[config.mk]
export PLATFORM = sky130hd
export DESIGN_NAME = intel_hex_record_parser_top
export DESIGN_NICKNAME = d
export VERILOG_FILES = /design/src/hw/rtl/ihex_pkg.sv /design/src/hw/rtl/ihex_front.sv /design/src/hw/rtl/ihex_queue.sv /design/src/hw/rtl/ihex_back.sv /design/src/hw/rtl/intel_hex_record_parser_top.sv
export SDC_FILE = /design/constraint.sdc
export NUM_CORES = 1
export LEC_CHECK = 0
export CORE_UTILIZATION = 60
export CTS_CLUSTER_DIAMETER = 150
export DETAILED_ROUTE_END_ITERATION = 8
export DONT_BUFFER_PORTS = 1
export PLACE_DENSITY = 0.74
export SYNTH_ARGS = -nofsm -noshare
export SYNTH_HDL_FRONTEND = slang
export SYNTH_HIERARCHICAL = 1
export SYNTH_SLANG_ARGS = --single-unit
[constraint.sdc]
create_clock -name clock -period 6.7 [get_ports clock]
set_input_delay 0 -clock clock [delete_from_list [all_inputs] [get_ports clock]]
set_output_delay 0 -clock clock [all_outputs]
set_load 0.01 [all_outputs]
[src/hw/rtl/ihex_pkg.sv]
// shared types and constants for the intel hex record parser
`timescale 1ns / 1ps

package ihex_pkg;

   localparam int QUEUE_DEPTH_DEFAULT = 2;

   localparam logic [7:0] CHAR_COLON = 8'h3a;
   localparam logic [7:0] CHAR_ZERO  = 8'h30;
   localparam logic [7:0] CHAR_UPPER_A = 8'h41;
   localparam logic [7:0] CHAR_UPPER_F = 8'h46;
   localparam logic [7:0] NIBBLE_A = 8'd10;

   localparam logic [7:0] TYPE_DATA = 8'd0;
   localparam logic [7:0] TYPE_EOF  = 8'd1;

   localparam logic [2:0] KIND_DATA  = 3'd0;
   localparam logic [2:0] KIND_OK    = 3'd1;
   localparam logic [2:0] KIND_EOF   = 3'd2;
   localparam logic [2:0] KIND_BAD   = 3'd3;
   localparam logic [2:0] KIND_FRAME = 3'd4;

   typedef enum logic [7:0] {
      PH_START = 8'b0000_0001,
      PH_COUNT = 8'b0000_0010,
      PH_ADDR  = 8'b0000_0100,
      PH_TYPE  = 8'b0000_1000,
      PH_DATA  = 8'b0001_0000,
      PH_CSUM  = 8'b0010_0000,
      PH_SKIP  = 8'b0100_0000,
      PH_HALT  = 8'b1000_0000
   } phase_type;

   // one classified character word as it moves from front to back
   typedef struct packed {
      logic       new_file;
      logic       is_colon;
      logic [7:0] nib;
   } word_type;

endpackage

[src/hw/rtl/ihex_front.sv]
// front end: classifies each character word and decodes its digit value
`timescale 1ns / 1ps

module ihex_front
   import ihex_pkg::*;
(
   input  logic [7:0] char_in,
   input  logic       new_file,
   output word_type   word
);

   always_comb begin
      word.new_file = new_file;
      word.is_colon = (char_in == CHAR_COLON);
      if ((char_in >= CHAR_UPPER_A) && (char_in <= CHAR_UPPER_F)) begin
         word.nib = char_in - CHAR_UPPER_A + NIBBLE_A;
      end else begin
         word.nib = char_in - CHAR_ZERO;
      end
   end

endmodule

[src/hw/rtl/ihex_queue.sv]
// short word queue between the front end and the record engine
`timescale 1ns / 1ps

module ihex_queue
   import ihex_pkg::*;
#(
   parameter int DEPTH = QUEUE_DEPTH_DEFAULT
) (
   input  logic     clock,
   input  logic     reset,
   input  logic     push,
   input  word_type push_word,
   output logic     full,
   input  logic     pop,
   output logic     head_valid,
   output word_type head_word
);

   localparam int PTR_W = (DEPTH > 1) ? $clog2(DEPTH) : 1;
   localparam int CNT_W = $clog2(DEPTH + 1);
   localparam logic [PTR_W-1:0] LAST = PTR_W'(DEPTH - 1);
   localparam logic [CNT_W-1:0] FULL_CNT = CNT_W'(DEPTH);

   word_type         entries_ff [DEPTH];
   logic [PTR_W-1:0] wr_ptr_ff, wr_ptr_in;
   logic [PTR_W-1:0] rd_ptr_ff, rd_ptr_in;
   logic [CNT_W-1:0] count_ff, count_in;
   logic             do_push, do_pop;

   assign full       = (count_ff == FULL_CNT);
   assign head_valid = (count_ff != '0);
   assign head_word  = entries_ff[rd_ptr_ff];
   assign do_push    = push && !full;
   assign do_pop     = pop && head_valid;

   always_comb begin
      wr_ptr_in = wr_ptr_ff;
      rd_ptr_in = rd_ptr_ff;
      count_in  = count_ff;
      if (do_push) begin
         wr_ptr_in = (wr_ptr_ff == LAST) ? '0 : wr_ptr_ff + PTR_W'(1);
      end
      if (do_pop) begin
         rd_ptr_in = (rd_ptr_ff == LAST) ? '0 : rd_ptr_ff + PTR_W'(1);
      end
      if (do_push && !do_pop) begin
         count_in = count_ff + CNT_W'(1);
      end else if (do_pop && !do_push) begin
         count_in = count_ff - CNT_W'(1);
      end
   end

   always_ff @(posedge clock) begin
      if (reset) begin
         wr_ptr_ff <= '0;
         rd_ptr_ff <= '0;
         count_ff  <= '0;
      end else begin
         wr_ptr_ff <= wr_ptr_in;
         rd_ptr_ff <= rd_ptr_in;
         count_ff  <= count_in;
      end
   end

   always_ff @(posedge clock) begin
      if (do_push) begin
         entries_ff[wr_ptr_ff] <= push_word;
      end
   end

endmodule

[src/hw/rtl/ihex_back.sv]
// record engine: field assembly, checksum and result register
`timescale 1ns / 1ps

module ihex_back
   import ihex_pkg::*;
(
   input  logic        clock,
   input  logic        reset,
   input  logic        word_valid,
   input  word_type    word,
   output logic        word_pop,
   output logic        rsp_valid,
   input  logic        rsp_ready,
   output logic [2:0]  rsp_kind,
   output logic [7:0]  rsp_data_byte,
   output logic [15:0] rsp_byte_address,
   output logic [7:0]  rsp_record_type,
   output logic [7:0]  rsp_record_checksum,
   output logic [7:0]  rsp_computed_checksum,
   output logic [7:0]  rsp_first_data_length
);

   phase_type   phase_ff, phase_in, cur_phase;
   logic [7:0]  high_ff, high_in, cur_high;
   logic [1:0]  dc_ff, dc_in, cur_dc, dc_inc;
   logic [7:0]  count_ff, count_in, cur_count;
   logic [15:0] addr_ff, addr_in, cur_addr;
   logic [7:0]  rtype_ff, rtype_in, cur_rtype;
   logic [7:0]  idx_ff, idx_in, cur_idx, idx_inc;
   logic [7:0]  sum_ff, sum_in, cur_sum;
   logic [7:0]  flen_ff, flen_in, cur_flen;
   logic        seen_ff, seen_in, cur_seen;

   logic        res_valid;
   logic [2:0]  res_kind;
   logic [7:0]  res_data;
   logic [15:0] res_addr;
   logic [7:0]  res_type;
   logic [7:0]  res_rsum;
   logic [7:0]  res_csum;
   logic [7:0]  b;
   logic [7:0]  comp;

   logic        rsp_valid_ff;
   logic [2:0]  kind_ff;
   logic [7:0]  data_ff;
   logic [15:0] baddr_ff;
   logic [7:0]  otype_ff;
   logic [7:0]  rsum_ff;
   logic [7:0]  csum_ff;
   logic [7:0]  oflen_ff;
   logic        out_free;

   assign out_free = !rsp_valid_ff || rsp_ready;
   assign word_pop = word_valid && out_free;

   always_comb begin
      // new_file clears everything before the character is used
      cur_phase = word.new_file ? PH_START : phase_ff;
      cur_high  = word.new_file ? 8'd0 : high_ff;
      cur_dc    = word.new_file ? 2'd0 : dc_ff;
      cur_count = word.new_file ? 8'd0 : count_ff;
      cur_addr  = word.new_file ? 16'd0 : addr_ff;
      cur_rtype = word.new_file ? 8'd0 : rtype_ff;
      cur_idx   = word.new_file ? 8'd0 : idx_ff;
      cur_sum   = word.new_file ? 8'd0 : sum_ff;
      cur_flen  = word.new_file ? 8'd0 : flen_ff;
      cur_seen  = word.new_file ? 1'b0 : seen_ff;

      phase_in = cur_phase;
      high_in  = cur_high;
      dc_in    = cur_dc;
      count_in = cur_count;
      addr_in  = cur_addr;
      rtype_in = cur_rtype;
      idx_in   = cur_idx;
      sum_in   = cur_sum;
      flen_in  = cur_flen;
      seen_in  = cur_seen;

      res_valid = 1'b0;
      res_kind  = KIND_DATA;
      res_data  = 8'd0;
      res_addr  = 16'd0;
      res_type  = 8'd0;
      res_rsum  = 8'd0;
      res_csum  = 8'd0;

      dc_inc  = cur_dc + 2'd1;
      idx_inc = cur_idx + 8'd1;
      b       = {cur_high[3:0], 4'b0000} + word.nib;
      comp    = ~cur_sum + 8'd1;

      case (cur_phase)
         PH_HALT: begin
         end
         PH_SKIP: begin
            phase_in = PH_START;
         end
         PH_START: begin
            if (word.is_colon) begin
               phase_in = PH_COUNT;
               dc_in    = 2'd0;
               sum_in   = 8'd0;
               idx_in   = 8'd0;
            end else begin
               phase_in  = PH_HALT;
               res_valid = 1'b1;
               res_kind  = KIND_FRAME;
            end
         end
         PH_COUNT, PH_ADDR, PH_TYPE, PH_DATA, PH_CSUM: begin
            dc_in = dc_inc;
            if (!cur_dc[0]) begin
               high_in = word.nib;
            end else begin
               case (cur_phase)
                  PH_COUNT: begin
                     count_in = b;
                     sum_in   = cur_sum + b;
                     dc_in    = 2'd0;
                     phase_in = PH_ADDR;
                  end
                  PH_ADDR: begin
                     sum_in = cur_sum + b;
                     if (dc_inc == 2'd2) begin
                        addr_in = {8'd0, b};
                     end else begin
                        addr_in  = {cur_addr[7:0], b};
                        dc_in    = 2'd0;
                        phase_in = PH_TYPE;
                     end
                  end
                  PH_TYPE: begin
                     rtype_in = b;
                     sum_in   = cur_sum + b;
                     dc_in    = 2'd0;
                     idx_in   = 8'd0;
                     phase_in = (cur_count == 8'd0) ? PH_CSUM : PH_DATA;
                  end
                  PH_DATA: begin
                     sum_in    = cur_sum + b;
                     res_valid = 1'b1;
                     res_kind  = KIND_DATA;
                     res_data  = b;
                     res_addr  = cur_addr + {8'd0, cur_idx};
                     res_type  = cur_rtype;
                     idx_in    = idx_inc;
                     dc_in     = 2'd0;
                     if (idx_inc == cur_count) begin
                        phase_in = PH_CSUM;
                     end
                  end
                  default: begin
                     dc_in     = 2'd0;
                     res_valid = 1'b1;
                     res_addr  = cur_addr;
                     res_type  = cur_rtype;
                     res_rsum  = b;
                     res_csum  = comp;
                     if (cur_rtype == TYPE_EOF) begin
                        phase_in = PH_HALT;
                        res_kind = KIND_EOF;
                     end else begin
                        if ((cur_rtype == TYPE_DATA) && !cur_seen) begin
                           flen_in = cur_count;
                           seen_in = 1'b1;
                        end
                        if (b != comp) begin
                           phase_in = PH_HALT;
                           res_kind = KIND_BAD;
                        end else begin
                           phase_in = PH_SKIP;
                           res_kind = KIND_OK;
                        end
                     end
                  end
               endcase
            end
         end
         default: begin
            phase_in = PH_START;
         end
      endcase
   end

   always_ff @(posedge clock) begin
      if (reset) begin
         phase_ff     <= PH_START;
         high_ff      <= '0;
         dc_ff        <= '0;
         count_ff     <= '0;
         addr_ff      <= '0;
         rtype_ff     <= '0;
         idx_ff       <= '0;
         sum_ff       <= '0;
         flen_ff      <= '0;
         seen_ff      <= 1'b0;
         rsp_valid_ff <= 1'b0;
      end else begin
         if (word_pop) begin
            phase_ff <= phase_in;
            high_ff  <= high_in;
            dc_ff    <= dc_in;
            count_ff <= count_in;
            addr_ff  <= addr_in;
            rtype_ff <= rtype_in;
            idx_ff   <= idx_in;
            sum_ff   <= sum_in;
            flen_ff  <= flen_in;
            seen_ff  <= seen_in;
         end
         if (out_free) begin
            rsp_valid_ff <= word_pop && res_valid;
         end
      end
   end

   always_ff @(posedge clock) begin
      if (word_pop && res_valid) begin
         kind_ff  <= res_kind;
         data_ff  <= res_data;
         baddr_ff <= res_addr;
         otype_ff <= res_type;
         rsum_ff  <= res_rsum;
         csum_ff  <= res_csum;
         oflen_ff <= flen_in;
      end
   end

   assign rsp_valid             = rsp_valid_ff;
   assign rsp_kind              = kind_ff;
   assign rsp_data_byte         = data_ff;
   assign rsp_byte_address      = baddr_ff;
   assign rsp_record_type       = otype_ff;
   assign rsp_record_checksum   = rsum_ff;
   assign rsp_computed_checksum = csum_ff;
   assign rsp_first_data_length = oflen_ff;

endmodule

[src/hw/rtl/intel_hex_record_parser_top.sv]
// top level of the intel hex record parser: front end, word queue, record engine
// a result is registered onto the rsp port when the record engine takes its word from the word queue
// throughput: one character word per cycle while the rsp side is not stalled, set by the one-step record engine
// the word queue absorbs up to QUEUE_DEPTH words while the rsp side stalls
// reset: synchronous, active high; clears the queue, parser state and rsp_valid
`timescale 1ns / 1ps

module intel_hex_record_parser_top
   import ihex_pkg::*;
#(
   parameter int QUEUE_DEPTH = QUEUE_DEPTH_DEFAULT
) (
   input  logic        clock,
   input  logic        reset,
   input  logic        req_valid,
   output logic        req_ready,
   input  logic [7:0]  req_char_in,
   input  logic        req_new_file,
   output logic        rsp_valid,
   input  logic        rsp_ready,
   output logic [2:0]  rsp_kind,
   output logic [7:0]  rsp_data_byte,
   output logic [15:0] rsp_byte_address,
   output logic [7:0]  rsp_record_type,
   output logic [7:0]  rsp_record_checksum,
   output logic [7:0]  rsp_computed_checksum,
   output logic [7:0]  rsp_first_data_length
);

   word_type front_word;
   word_type head_word;
   logic     queue_full;
   logic     head_valid;
   logic     head_pop;

   assign req_ready = !queue_full;

   ihex_front u_front (
      .char_in  (req_char_in),
      .new_file (req_new_file),
      .word     (front_word)
   );

   ihex_queue #(
      .DEPTH (QUEUE_DEPTH)
   ) u_queue (
      .clock      (clock),
      .reset      (reset),
      .push       (req_valid),
      .push_word  (front_word),
      .full       (queue_full),
      .pop        (head_pop),
      .head_valid (head_valid),
      .head_word  (head_word)
   );

   ihex_back u_back (
      .clock                 (clock),
      .reset                 (reset),
      .word_valid            (head_valid),
      .word                  (head_word),
      .word_pop              (head_pop),
      .rsp_valid             (rsp_valid),
      .rsp_ready             (rsp_ready),
      .rsp_kind              (rsp_kind),
      .rsp_data_byte         (rsp_data_byte),
      .rsp_byte_address      (rsp_byte_address),
      .rsp_record_type       (rsp_record_type),
      .rsp_record_checksum   (rsp_record_checksum),
      .rsp_computed_checksum (rsp_computed_checksum),
      .rsp_first_data_length (rsp_first_data_length)
   );

endmodule
==> results.md, run 1 <==
- CP top delay family: simple AND/OR/NAND/NOR gates
- Met1 Use GR: 0.386
- # nets final: approximately 880
- Pleak: 3.49 nW
- Critical-path cell list: mux2_2, buf_4, nor2_1, and3_1, nand2_1, a21oi_4, buf_4
- Congestion Overflow GR: 0
- Syn nets: just under 900
- Post-cts sizing count: 0
- Post-Place Cells: 979
- Max FO, Critical Path: 37
- Ys async rst share: 0
- Mapped Area: around 8400 µm²
- Gpl congestion: about 0.92
- Initial antenna violation count: 0
- Skew final: around 0.0086 ns
- DP Area: 8430 µm²
- Area Overhead vs Synth: 9.83%
- Grt met3 use: 0.0604
- DRC: 0
- Crit-path most repeated cell: buf_4
- Sw Ratio: 0.353
- Reg power frac: 0.434
- Hold EP: u_queue/entries_ff[0][5]$_DFFE_PP_
- IO Pins: 74
- CTS tree: done
- Biggest cell delay along the critical path: 0.98 ns
- Post-DR wirelength/cell: just under 20 µm
- Met2 Usage GRT: 0.472
- Initial core utilization: 0.624
- Largest net degree at the start of global routing: between 50 and 60
- Mean Syn Cell Area: 9.90 µm²
- #FFs+latches synth: ~160
- Yosys Warn Count: 6
- Final ANT Viol Nets: 0
- Die H: around 120 µm
- Die ar.: around 14000 µm²
- Clock transition at path regs: approximately 0.06 ns
- Clock group share of total power: 0.321
- Final Hold Fails: 0
- CP endpoint kind: flip-flop
- Hold Path Cell Cnt: 3
- Comb pwr share: 0.245
- Number of synthesized flops with an enable pin: just under 80
- Final Power: 0.00306 W
- Post-DP HPWL: 14000 µm
- Clk buf depth: 2
- CP arrival: around 4.8 ns
- CORE AREA: ~13000 µm²
- Top FF cell, synth: edfxtp_1
- Post-CTS Setup Inserts: 0
- Worst vdd ir: around 0.00030 V
- Finished layout cell area: ~9200 µm²
- Pwr dens: approximately 330 nW/µm²
- Reg-to-reg critical path endpoint: u_back/rsp_first_data_length[7]$_DFFE_PP_
- Maxcap violations: 0
- Clk sinks: about 160
- Site Rows: between 40 and 50
- CTS H-tree depth: 4
- Number of global-route vias before repair: 6397
- Net Switching: around 0.0011 W
- Critical Path Stages: 7
- DR iter-0 viols: 787
- Worst-skew pair later-pin latency: roughly 0.43 ns
- Hold_sp: req_char_in[4]
- First-pass GRT wire length: roughly 33000 µm
- Vias: about 6.6k
- Cell Int Power: approximately 0.0020 W
- CTS Hold Bufs: 18
- Bufs and invs on worst path: 2
- ANT cells: 0
- Busiest grt layer: met2
- Critical path class: flip-flop to flip-flop
- Max Clk Rate: 213 MHz
- Post-synthesis cell type count: between 70 and 80
- Minimum clock period: about 4.7 ns
- Setup slack, reg-to-reg: 2.00 ns
- Vias/cell: ~6.4
- Die X: ~120 µm
- Root Driver: clkbuf_16
- Layout cell share with drive strength beyond 1: 0.0809
- All-layer global routing usage: 0.294
- RSZ-0062 raised after global routing: no
- CTS Buf Count: 17
- Seq/Total Area, Yosys: 0.466
- DRT Pass-1 Iters: 6
- Min-Delay Path Class: primary input to flip-flop
- Mapped Cells: approximately 850
- Worst-Margin Slew: about 1.1 ns
- Worst EP required: just under 7 ns
- Slowest stage cell, crit path: a21oi_4
- Setup violators final: 0
- Relative slew slack: 0.237
- Non-Filler Instances: 1029
- Setup TNS: 0 ns
- Final Cycle Share: 0.702
- Max-slew violation count: 0
- Port buffer count: 0
- Outcome: completed
- Routed WL: 20300 µm
- Worst R2R Path Depth: 7
- Startpoint types: flip-flop
==> worst max path at each step <==
stage | startpoint | end | slack (ns)
6_report | flip-flop | u_back/rsp_first_data_length[7]$_DFFE_PP_ | 2.00
5_1_grt | flip-flop | u_back/rsp_data_byte[5]$_SDFFCE_PN0P_ | 1.64
4_1_cts | flip-flop | u_back/rsp_first_data_length[7]$_DFFE_PP_ | 2.00
3_5_place_dp | flip-flop | u_back/rsp_first_data_length[6]$_DFFE_PP_ | 2.03
3_3_place_gp | flip-flop | u_back/rsp_first_data_length[2]$_DFFE_PP_ | 2.24
2_1_floorplan | flip-flop | u_back/rsp_byte_address[0]$_SDFFCE_PN0P_ | 1.20
==> metal layers <==
| layer | wire, µm | part of all wire |
|---|---|---|
| met1 | 8750 | 0.43 |
| met5 | 0 | 0 |
| met4 | 629 | 0.031 |
| met2 | 9450 | 0.46 |
| met3 | 1510 | 0.074 |
==> cells in the final DEF (no fill, tap or decap), drive strengths merged, types with 8 or more instances in the layout <==
cell type / n
inv: 38
nand4: 9
o211ai: 8
a22oi: 27
o21ai: 39
ha: 28
dlygate4sd3: 17
nand3: 15
and2: 18
edfxtp: 79
nor2b: 23
nor2: 94
dfxtp: 77
nand2: 60
xor2: 21
xnor2: 26
a21oi: 35
nor3: 20
mux2: 15
a211oi: 10
nor4: 12
a22o: 16
and3: 17
or3: 10
clkbuf: 18
mux2i: 12
==> power groups by stage <==
stage | logic (W) | clock network, W | registers (W)
4_1_cts | 0.000732 | 0.000995 | 0.00133
6_report | 0.000750 | 0.000982 | 0.00133
2_1_floorplan | 0.000535 | 0 | 0.00132
5_1_grt | 0.000819 | 0.00103 | 0.00134
3_3_place_gp | 0.000681 | 0 | 0.00134
3_5_place_dp | 0.000703 | 0 | 0.00135
==> logic make-up (layout without fill, tap and decap cells) <==
group | after synthesis | count (layout) | share of synthesized area
AO/OA/AOI/OAI | 195 | 195 | 0.160
XOR/XNOR | 49 | 49 | 0.0544
adder cells (fa/ha/maj) | 31 | 31 | 0.0489
buffers and inverters | 80 | 85 | 0.0411
flip-flops | 156 | 156 | 0.466
multiplexers | 27 | 27 | 0.0353
AND/OR/NAND/NOR | 310 | 310 | 0.194
==> state kept, by name (all words and copies together), names as in the netlist, 4 cells and up, named ones only <==
register / cells
u_back/flen_ff: 8
u_back/rtype_ff: 8
u_back/sum_ff: 8
u_back/rsp_record_type: 8
u_back/rsp_computed_checksum: 8
u_back/rsp_data_byte: 8
u_back/rsp_record_checksum: 8
u_back/count_ff: 8
u_back/rsp_byte_address: 16
u_back/high_ff: 4
u_back/rsp_first_data_length: 8
u_back/addr_ff: 16
u_back/idx_ff: 8
u_back/phase_ff: 8
u_queue/entries_ff: 20
==> Yosys cell counts, types with 4 or more instances <==
cell type / instances / area (µm²)
nor2_1: 93 / 349
clkbuf_1: 31 / 116
or3_1: 10 / 62.6
a22oi_1: 27 / 203
mux2_2: 13 / 146
nand2_1: 60 / 225
nor2b_1: 22 / 138
nor3_1: 19 / 95.1
xor2_1: 21 / 184
buf_2: 8 / 40.0
inv_1: 32 / 120
o211ai_1: 8 / 60.1
nand3_1: 15 / 75.1
a31oi_1: 6 / 37.5
xnor2_1: 26 / 228
dfxtp_1: 77 / 1540
a21o_1: 7 / 52.6
o21bai_1: 4 / 30.0
and2_1: 17 / 106
o21ai_0: 36 / 180
ha_1: 28 / 350
a211oi_1: 10 / 75.1
a21oi_1: 35 / 175
nand4_1: 9 / 56.3
nor4b_1: 6 / 52.6
o2111ai_1: 6 / 52.6
edfxtp_1: 79 / 2370
a22o_1: 16 / 140
nor4_1: 9 / 56.3
a21boi_0: 4 / 30.0
and3_1: 17 / 106
mux2i_1: 12 / 120
buf_6: 4 / 45.0
nand2b_1: 5 / 31.3
==> tightest hold or removal path, stage by stage <==
cell	delay (ns)
inv_1	0.06
ha_1	0.14
mux2_4	0.14
==> final cells by class <==
class	count	area, µm²
multi-input cells	612	4150
clock buffers	18	450
clock inverters	14	156
well taps	176	220
fillers	1046	4230
flip-flops and latches	156	3910
inverters	32	120
repair buffers	21	213
==> per-stage QoR <==
step                      worst slack (ns)   util  hold slack [ns]
after global routing                  1.64  0.686           0.0355
after detailed placement              2.03  0.626           0.0791
after global placement                2.24  0.626           0.0750
after CTS                             2.00  0.686          0.00165
final                                 2.00  0.686           0.0193
after floorplan                       1.20      -           0.0691
(Power assumes the default switching activity.)
==> run 2, diff against run 1 <==
clock period = 4.35 ns   (was 6.7 ns; I/O delays follow)
==> run 2 against run 1 <==
- sequential cell count is the same
- total power grew 53%
- sequential power grew 53%
- wire length grew 2.1%
- clock skew grew 0.00069 ns
- first-iteration DRC count shrank 19%
- largest power group unchanged
- highest routed layer is now met5
==> results.md, run 2 (synthesis gave the netlist of run 1 again) <==
- DRC: 0 (unchanged)
- Die X: 120 µm (unchanged)
- Area Overhead vs Synth: 10.1%
- Vias/cell: 6.39 (-0.75%)
- Die ar.: 14500 µm² (unchanged)
- Pwr dens: 508 nW/µm² (+53%)
- Clk sinks: 156 (unchanged)
- Setup slack, reg-to-reg: 0.48 ns (-1.52 ns)
- # nets final: 889 (+0.57%)
- Layout cell share with drive strength beyond 1: 0.0874 (+0.00652)
- CTS tree: done
- Final ANT Viol Nets: 0 (unchanged)
- Gpl congestion: 0.937 (+2.0%)
- Clock transition at path regs: 0.06 ns (about the same)
- Max-slew violation count: 0 (unchanged)
- Post-Place Cells: 986 (+0.72%)
- Worst R2R Path Depth: 13 (+6)
- ANT cells: 0 (unchanged)
- Final Hold Fails: 0 (unchanged)
- IO Pins: 74 (unchanged)
- Post-DP HPWL: 14300 µm (+1.6%)
- Post-DR wirelength/cell: 20.1 µm (+1.6%)
- Clk buf depth: 2 (unchanged)
- First-pass GRT wire length: 33000 µm (+1.1%)
- Max FO, Critical Path: 21 (-43%)
- DP Area: 8480 µm² (+0.62%)
- Vias: 6606 (-0.27%)
- Setup violators final: 0 (unchanged)
- RSZ-0062 raised after global routing: no
- Port buffer count: 0 (unchanged)
- CP endpoint kind: flip-flop
- Worst-Margin Slew: 1.15 ns (+0.0124 ns)
- Skew final: 0.00925 ns (+0.000689 ns)
- Final Power: 0.00469 W (+53%)
- Number of fill cells: 1068 (+2.1%)
- Minimum clock period: 3.87 ns (-0.829 ns)
- Routed WL: 20800 µm (+2.1%)
- DR iter-0 viols: 634 (-19%)
- Min-Delay Path Class: primary input to flip-flop
- Startpoint types: flip-flop
- Non-Filler Instances: 1034 (+0.49%)
- Relative slew slack: 0.229 (-0.00834)
- Worst vdd ir: 0.000433 V (+43%)
- Outcome: completed
- Worst-skew pair later-pin latency: 0.43 ns (about the same)
- Post-cts sizing count: 0 (unchanged)
- DRT Pass-1 Iters: 5 (-1)
- Maxcap violations: 0 (unchanged)
- CTS Buf Count: 17 (unchanged)
- Die H: 120 µm (unchanged)
- Initial antenna violation count: 1 (+1)
- Most frequent cells in the layout: nor2_1, edfxtp_1, dfxtp_1
- Number of global-route vias before repair: 6320 (-1.2%)
- CTS H-tree depth: 4 (unchanged)
- Reg-to-reg critical path endpoint: u_back/sum_ff[7]$_SDFFE_PP0P_
- Worst EP required: 4.67 ns (-2.12 ns)
- Commonest non-fill, non-tap cell in the layout: nor2_1
- Initial core utilization: 0.624 (unchanged)
- Setup TNS: 0 ns (unchanged)
- Worst Setup EP: u_back/sum_ff[7]$_SDFFE_PP0P_
- Pleak: 3.49 nW (+0.21%)
- Finished layout cell area: 9250 µm² (+0.24%)
- Final Cycle Share: 0.890 (+0.188)
- Biggest register: u_queue/entries_ff
- Max Clk Rate: 258 MHz (+21%)
- Hold_sp: req_char_in[5]
- Site Rows: 42 (unchanged)
- CP arrival: 4.19 ns (-0.60 ns)
- Root Driver: clkbuf_16
- Congestion Overflow GR: 0 (unchanged)
- Critical path class: flip-flop to flip-flop
- CORE AREA: 13500 µm² (unchanged)
- All-layer global routing usage: 0.298 (+0.00411)
- Max reg flops: 20 (unchanged)
- Largest net degree at the start of global routing: 53 (unchanged)
==> run 2: cell types whose count changed in the layout (fill, tap and decap cells not counted), sizes merged, moves of 2 or more <==
cell         previous run  this run
clkinvlp                0         3
buf                     4        11
dlygate4sd3            17        15
clkinv                  6         1
clkbuf                 18        22
==> run 2: timing repair <==
item                      in CTS  in global routing
hold buffers                  16                  0
hold endpoints to repair      86                  0
setup buffers                  0                  0
==> run 2: through the flow <==
| step | util | hold slack [ns] | setup slack [ns] |
|---|---|---|---|
| CTS | 0.687 | 0.0102 | 0.499 |
| detailed placement | 0.630 | 0.0767 | 0.568 |
| floorplan | - | 0.0691 | 0.0504 |
| finish | 0.687 | 0.0196 | 0.478 |
| global placement | 0.630 | 0.0739 | 0.738 |
| global route | 0.687 | 0.0125 | 0.256 |
==> run 2: final cells by class <==
| class | instances | area, µm² | share of cell area |
|---|---|---|---|
| Tap cell | 176 | 220 | 0.0238 |
| Sequential cell | 156 | 3910 | 0.423 |
| Inverter | 32 | 120 | 0.0130 |
| Clock buffer | 22 | 497 | 0.0537 |
| Multi-Input combinational cell | 612 | 4150 | 0.449 |
| Timing Repair Buffer | 26 | 245 | 0.0265 |
| Clock inverter | 10 | 100 | 0.0108 |
==> run 2: routing by layer <==
layer	vias up	wire length, µm	track usage
li1	3097	-	-
met1	3193	8930	0.388
met2	271	9830	0.480
met3	43	1450	0.0656
met4	2	533	0.123
met5	-	13	0
==> run 2: worst min path at each step <==
stage | cells after the start | end
after floorplan | 1 | u_queue/count_ff[1]$_SDFFE_PP0P_
after global placement | 1 | u_back/rsp_valid$_SDFFE_PP0N_
after detailed placement | 1 | u_back/rsp_valid$_SDFFE_PP0N_
after CTS | 3 | u_queue/entries_ff[1][5]$_DFFE_PP_
after global routing | 3 | u_queue/entries_ff[1][5]$_DFFE_PP_
final | 3 | u_queue/entries_ff[0][5]$_DFFE_PP_
==> run 2: worst max-delay path, cell delays in order, from the launching register on <==
cell	delay (ns)
dfxtp_1	0.30
buf_4	0.17
mux2_2	0.52
nor2b_1	0.10
ha_1	0.24
fa_1	0.40
xnor2_1	0.56
inv_1	0.21
ha_1	0.29
or3_1	0.35
o211ai_1	0.10
xor2_1	0.22
nand4b_1	0.11
and3b_1	0.19
==> run 2: power breakdown <==
part / internal [W] / switching (W) / leakage (nW)
combinational: 0.000327 / 0.000858 / 1.83
sequential: 0.00184 / 0.000185 / 1.37
clock: 0.000878 / 0.000602 / 0.285
total: 0.00305 / 0.00165 / 3.49
==> run 3, diff against run 2 <==
SYNTH_HIERARCHICAL = unset   (was 1)
==> run 3 against run 2 <==
- synthesized area decreased by 2.9%
- wire length fell by 0.87%
- global-route usage is 0.51 points higher
- non-clock buffer count grew 7
- sequential cell count unchanged
- register-to-register slack improved by 0.20 ns
- clock skew decreased by 0.0027 ns
- sequential share of layout area up 0.69 points
- largest cell class is now sequential cells
- largest power group unchanged
==> results.md, run 3 <==
- Top-area cell type share of the netlist area: 0.291 (+0.00854)
- Startpoint types: flip-flop
- RSZ-0062 raised after global routing: no
- Worst-skew pair later-pin latency: 0.42 ns (about the same)
- Number of synthesized flops with an enable pin: 79 (unchanged)
- Count leader, synth: nor2_1
- Critical path class: flip-flop to flip-flop
- Bufs and invs on worst path: 2 (unchanged)
- Critical-path cell list: mux2i_4, nand2_1, inv_1, ha_1, inv_1, fa_1, nor2b_1, o21ai_0, a21boi_0, o21ai_1, o31ai_1, a21oi_1, a31o_2
- Die H: 119 µm (-1.5%)
- CORE AREA: 13200 µm² (-1.6%)
- Initial core utilization: 0.615 (-0.00871)
- Minimum clock period: 3.67 ns (-0.200 ns)
- Die X: 119 µm (-1.5%)
- Post-DP HPWL: 14200 µm (-0.36%)
- Biggest register: u_queue.entries_ff
- CP endpoint kind: flip-flop
- Max reg flops: 20 (unchanged)
- Syn nets: 909 (+1.9%)
- Congestion Overflow GR: 0 (unchanged)
- DR iter-0 viols: 692 (+9.1%)
- Maxcap violations: 0 (unchanged)
- Final Cycle Share: 0.844 (-0.0461)
- CP top delay family: compound AO/OA/AOI/OAI gates
- CTS Buf Count: 17 (unchanged)
- Yosys Warn Count: 0 (-6)
- DRC: 0 (unchanged)
- #FFs+latches synth: 156 (unchanged)
- Mapped Area: 8150 µm² (-2.9%)
- Seq/Total Area, Yosys: 0.480 (+0.0141)
- Mapped Cells: 865 (+2.0%)
- Ys async rst share: 0 (unchanged)
- Max Clk Rate: 272 MHz (+5.5%)
- Crit-path most repeated cell: inv_1
- All-layer global routing usage: 0.303 (+0.00514)
- Worst vdd ir: 0.000540 V (+25%)
- Pwr dens: 533 nW/µm² (+5.1%)
- Setup violators final: 0 (unchanged)
- Outcome: completed
- Max-slew violation count: 0 (unchanged)
- Site Rows: 42 (unchanged)
- Mean Syn Cell Area: 9.42 µm² (-4.8%)
- Root Driver: clkbuf_16
- IO Pins: 74 (unchanged)
- Initial antenna violation count: 0 (-1)
- # nets final: 911 (+2.5%)
- Hold EP: u_queue.entries_ff[0][2]$_DFFE_PP_
- Post-CTS Setup Inserts: 0 (unchanged)
- Biggest cell delay along the critical path: 0.60 ns (+0.04 ns)
- Skew final: 0.00659 ns (-0.00267 ns)
- Gpl congestion: 0.962 (+2.6%)
- Final ANT Viol Nets: 0 (unchanged)
- Routed WL: 20600 µm (-0.87%)
- Vias: 6661 (+0.83%)
- Commonest non-fill, non-tap cell in the layout: nor2_1
- Vias/cell: 6.31 (-1.3%)
- Port buffer count: 0 (unchanged)
- Final Hold Fails: 0 (unchanged)
- Post-cts sizing count: 0 (unchanged)
- Setup TNS: 0 ns (unchanged)
- Slowest stage cell, crit path: mux2i_4
- Relative slew slack: 0.442 (+0.213)
- Reg-to-reg critical path endpoint: u_back.rsp_byte_address[14]$_SDFFCE_PN0P_
- Leading area contributor after synthesis: edfxtp_1
- DRT Pass-1 Iters: 6 (+1)
- Pleak: 3.54 nW (+1.3%)
- Most frequent cells in the layout: nor2_1, edfxtp_1, dfxtp_1
- Worst R2R Path Depth: 13 (unchanged)
- Die ar.: 14100 µm² (-2.9%)
- Number of global-route vias before repair: 6416 (+1.5%)
- Finished layout cell area: 9100 µm² (-1.6%)
- Clk sinks: 156 (unchanged)
- Worst-Margin Slew: 0.834 ns (-0.315 ns)
- Clock transition at path regs: 0.06 ns (about the same)
- Hold_sp: req_char_in[6]
- DP Area: 8280 µm² (-2.3%)
- CTS H-tree depth: 4 (unchanged)
- First-pass GRT wire length: 33200 µm (+0.55%)
- Largest net degree at the start of global routing: 66 (+25%)
- Min-Delay Path Class: primary input to flip-flop
- Post-DR wirelength/cell: 19.5 µm (-2.9%)
- Synth area leaders: edfxtp_1, dfxtp_1, nor2_1, ha_1, a22oi_1
- CP arrival: 3.85 ns (-0.34 ns)
- Top FF cell, synth: edfxtp_1
- Layout cell share with drive strength beyond 1: 0.0727 (-0.0147)
- Max FO, Critical Path: 18 (-14%)
- Worst EP required: 4.53 ns (-0.14 ns)
- Post-synthesis cell type count: 73 (-7.6%)
- Clk buf depth: 2 (unchanged)
- ANT cells: 0 (unchanged)
- Top post-synthesis cells by count: nor2_1, edfxtp_1, dfxtp_1
- Hold Path Cell Cnt: 4 (+1)
- Area Overhead vs Synth: 11.6%
- Setup slack, reg-to-reg: 0.68 ns (+0.20 ns)
- CTS tree: done
run 3: cell count changes after synthesis, moves of 9 or more:
| cell | change |
|---|---|
| clkbuf_1 | +9 |
| nor2_1 | +22 |
| a21oi_1 | +11 |
| nand3_1 | +12 |
| a22oi_1 | +15 |
| a22o_1 | -14 |
| nor2b_1 | -20 |
| nand2_1 | +9 |
run 3: routing by layer:
layer,share of wire,vias to the layer above,track usage
li1,-,3120,-
met1,0.45,3207,0.424
met2,0.46,295,0.469
met3,0.076,39,0.0589
met4,0.019,0,0.108
met5,0,-,0
run 3: report_power, final:
group | switching [W] | internal, W | total [W]
Combinational | 0.000897 | 0.000365 | 0.00126
Sequential | 0.000202 | 0.00185 | 0.00205
Clock | 0.000580 | 0.000958 | 0.00154
run 3: cell type report:
cell class / count / area, µm²
clock buffer: 20 / 437
clock inverter: 12 / 171
fill: 1001 / 4150
inverter: 41 / 154
multi-input combinational: 618 / 3890
sequential: 156 / 3910
tap: 176 / 220
timing repair buffer: 33 / 313
run 3: cell families after synthesis:
| kind of cell | synth area share |
|---|---|
| simple gates | 0.184 |
| compound gates | 0.168 |
| flops | 0.480 |
| buf+inv | 0.0444 |
| xor+xnor | 0.0462 |
| fa+ha+maj | 0.0504 |
| mux | 0.0266 |
run 3: worst max path at each step:
stage                         start                                         to  slack, ns  cells past startpoint
after floorplan           flip-flop  u_back.rsp_byte_address[14]$_SDFFCE_PN0P_       0.35                     16
after global placement    flip-flop  u_back.rsp_byte_address[14]$_SDFFCE_PN0P_       0.89                     12
after detailed placement  flip-flop  u_back.rsp_byte_address[14]$_SDFFCE_PN0P_       0.78                     13
after CTS                 flip-flop  u_back.rsp_byte_address[14]$_SDFFCE_PN0P_       0.76                     13
after global routing      flip-flop              u_back.sum_ff[7]$_SDFFE_PP0P_       0.44                     13
final                     flip-flop  u_back.rsp_byte_address[14]$_SDFFCE_PN0P_       0.68                     13
run 3: timing repair:
action                                 4_1_cts  5_1_grt
setup endpoints to repair                    0        0
endpoints found under the hold margin       90        0
hold buffers                                19        0
run 3: through the flow:
stage                     hold WS (ns)  total power [W]  setup WS, ns  instances   util
after detailed placement        0.0775          0.00327         0.779       1005  0.625
after global routing            0.0694          0.00504         0.439       1056  0.687
after global placement          0.0763          0.00324         0.892       1005  0.625
after floorplan                 0.0989          0.00287         0.350        865      -
after CTS                       0.0171          0.00484         0.762       1056  0.687
final                           0.0224          0.00485         0.678       1056  0.687
run 3: worst register-to-register path, cell delays in order (launching register included):
cell and delay [ns]:
dfxtp_1 0.39, mux2i_4 0.60, nand2_1 0.20, inv_1 0.09, ha_1 0.17, inv_1 0.06, fa_1 0.41, nor2b_1 0.13
o21ai_0 0.12, a21boi_0 0.35, o21ai_1 0.27, o31ai_1 0.32, a21oi_1 0.10, a31o_2 0.22
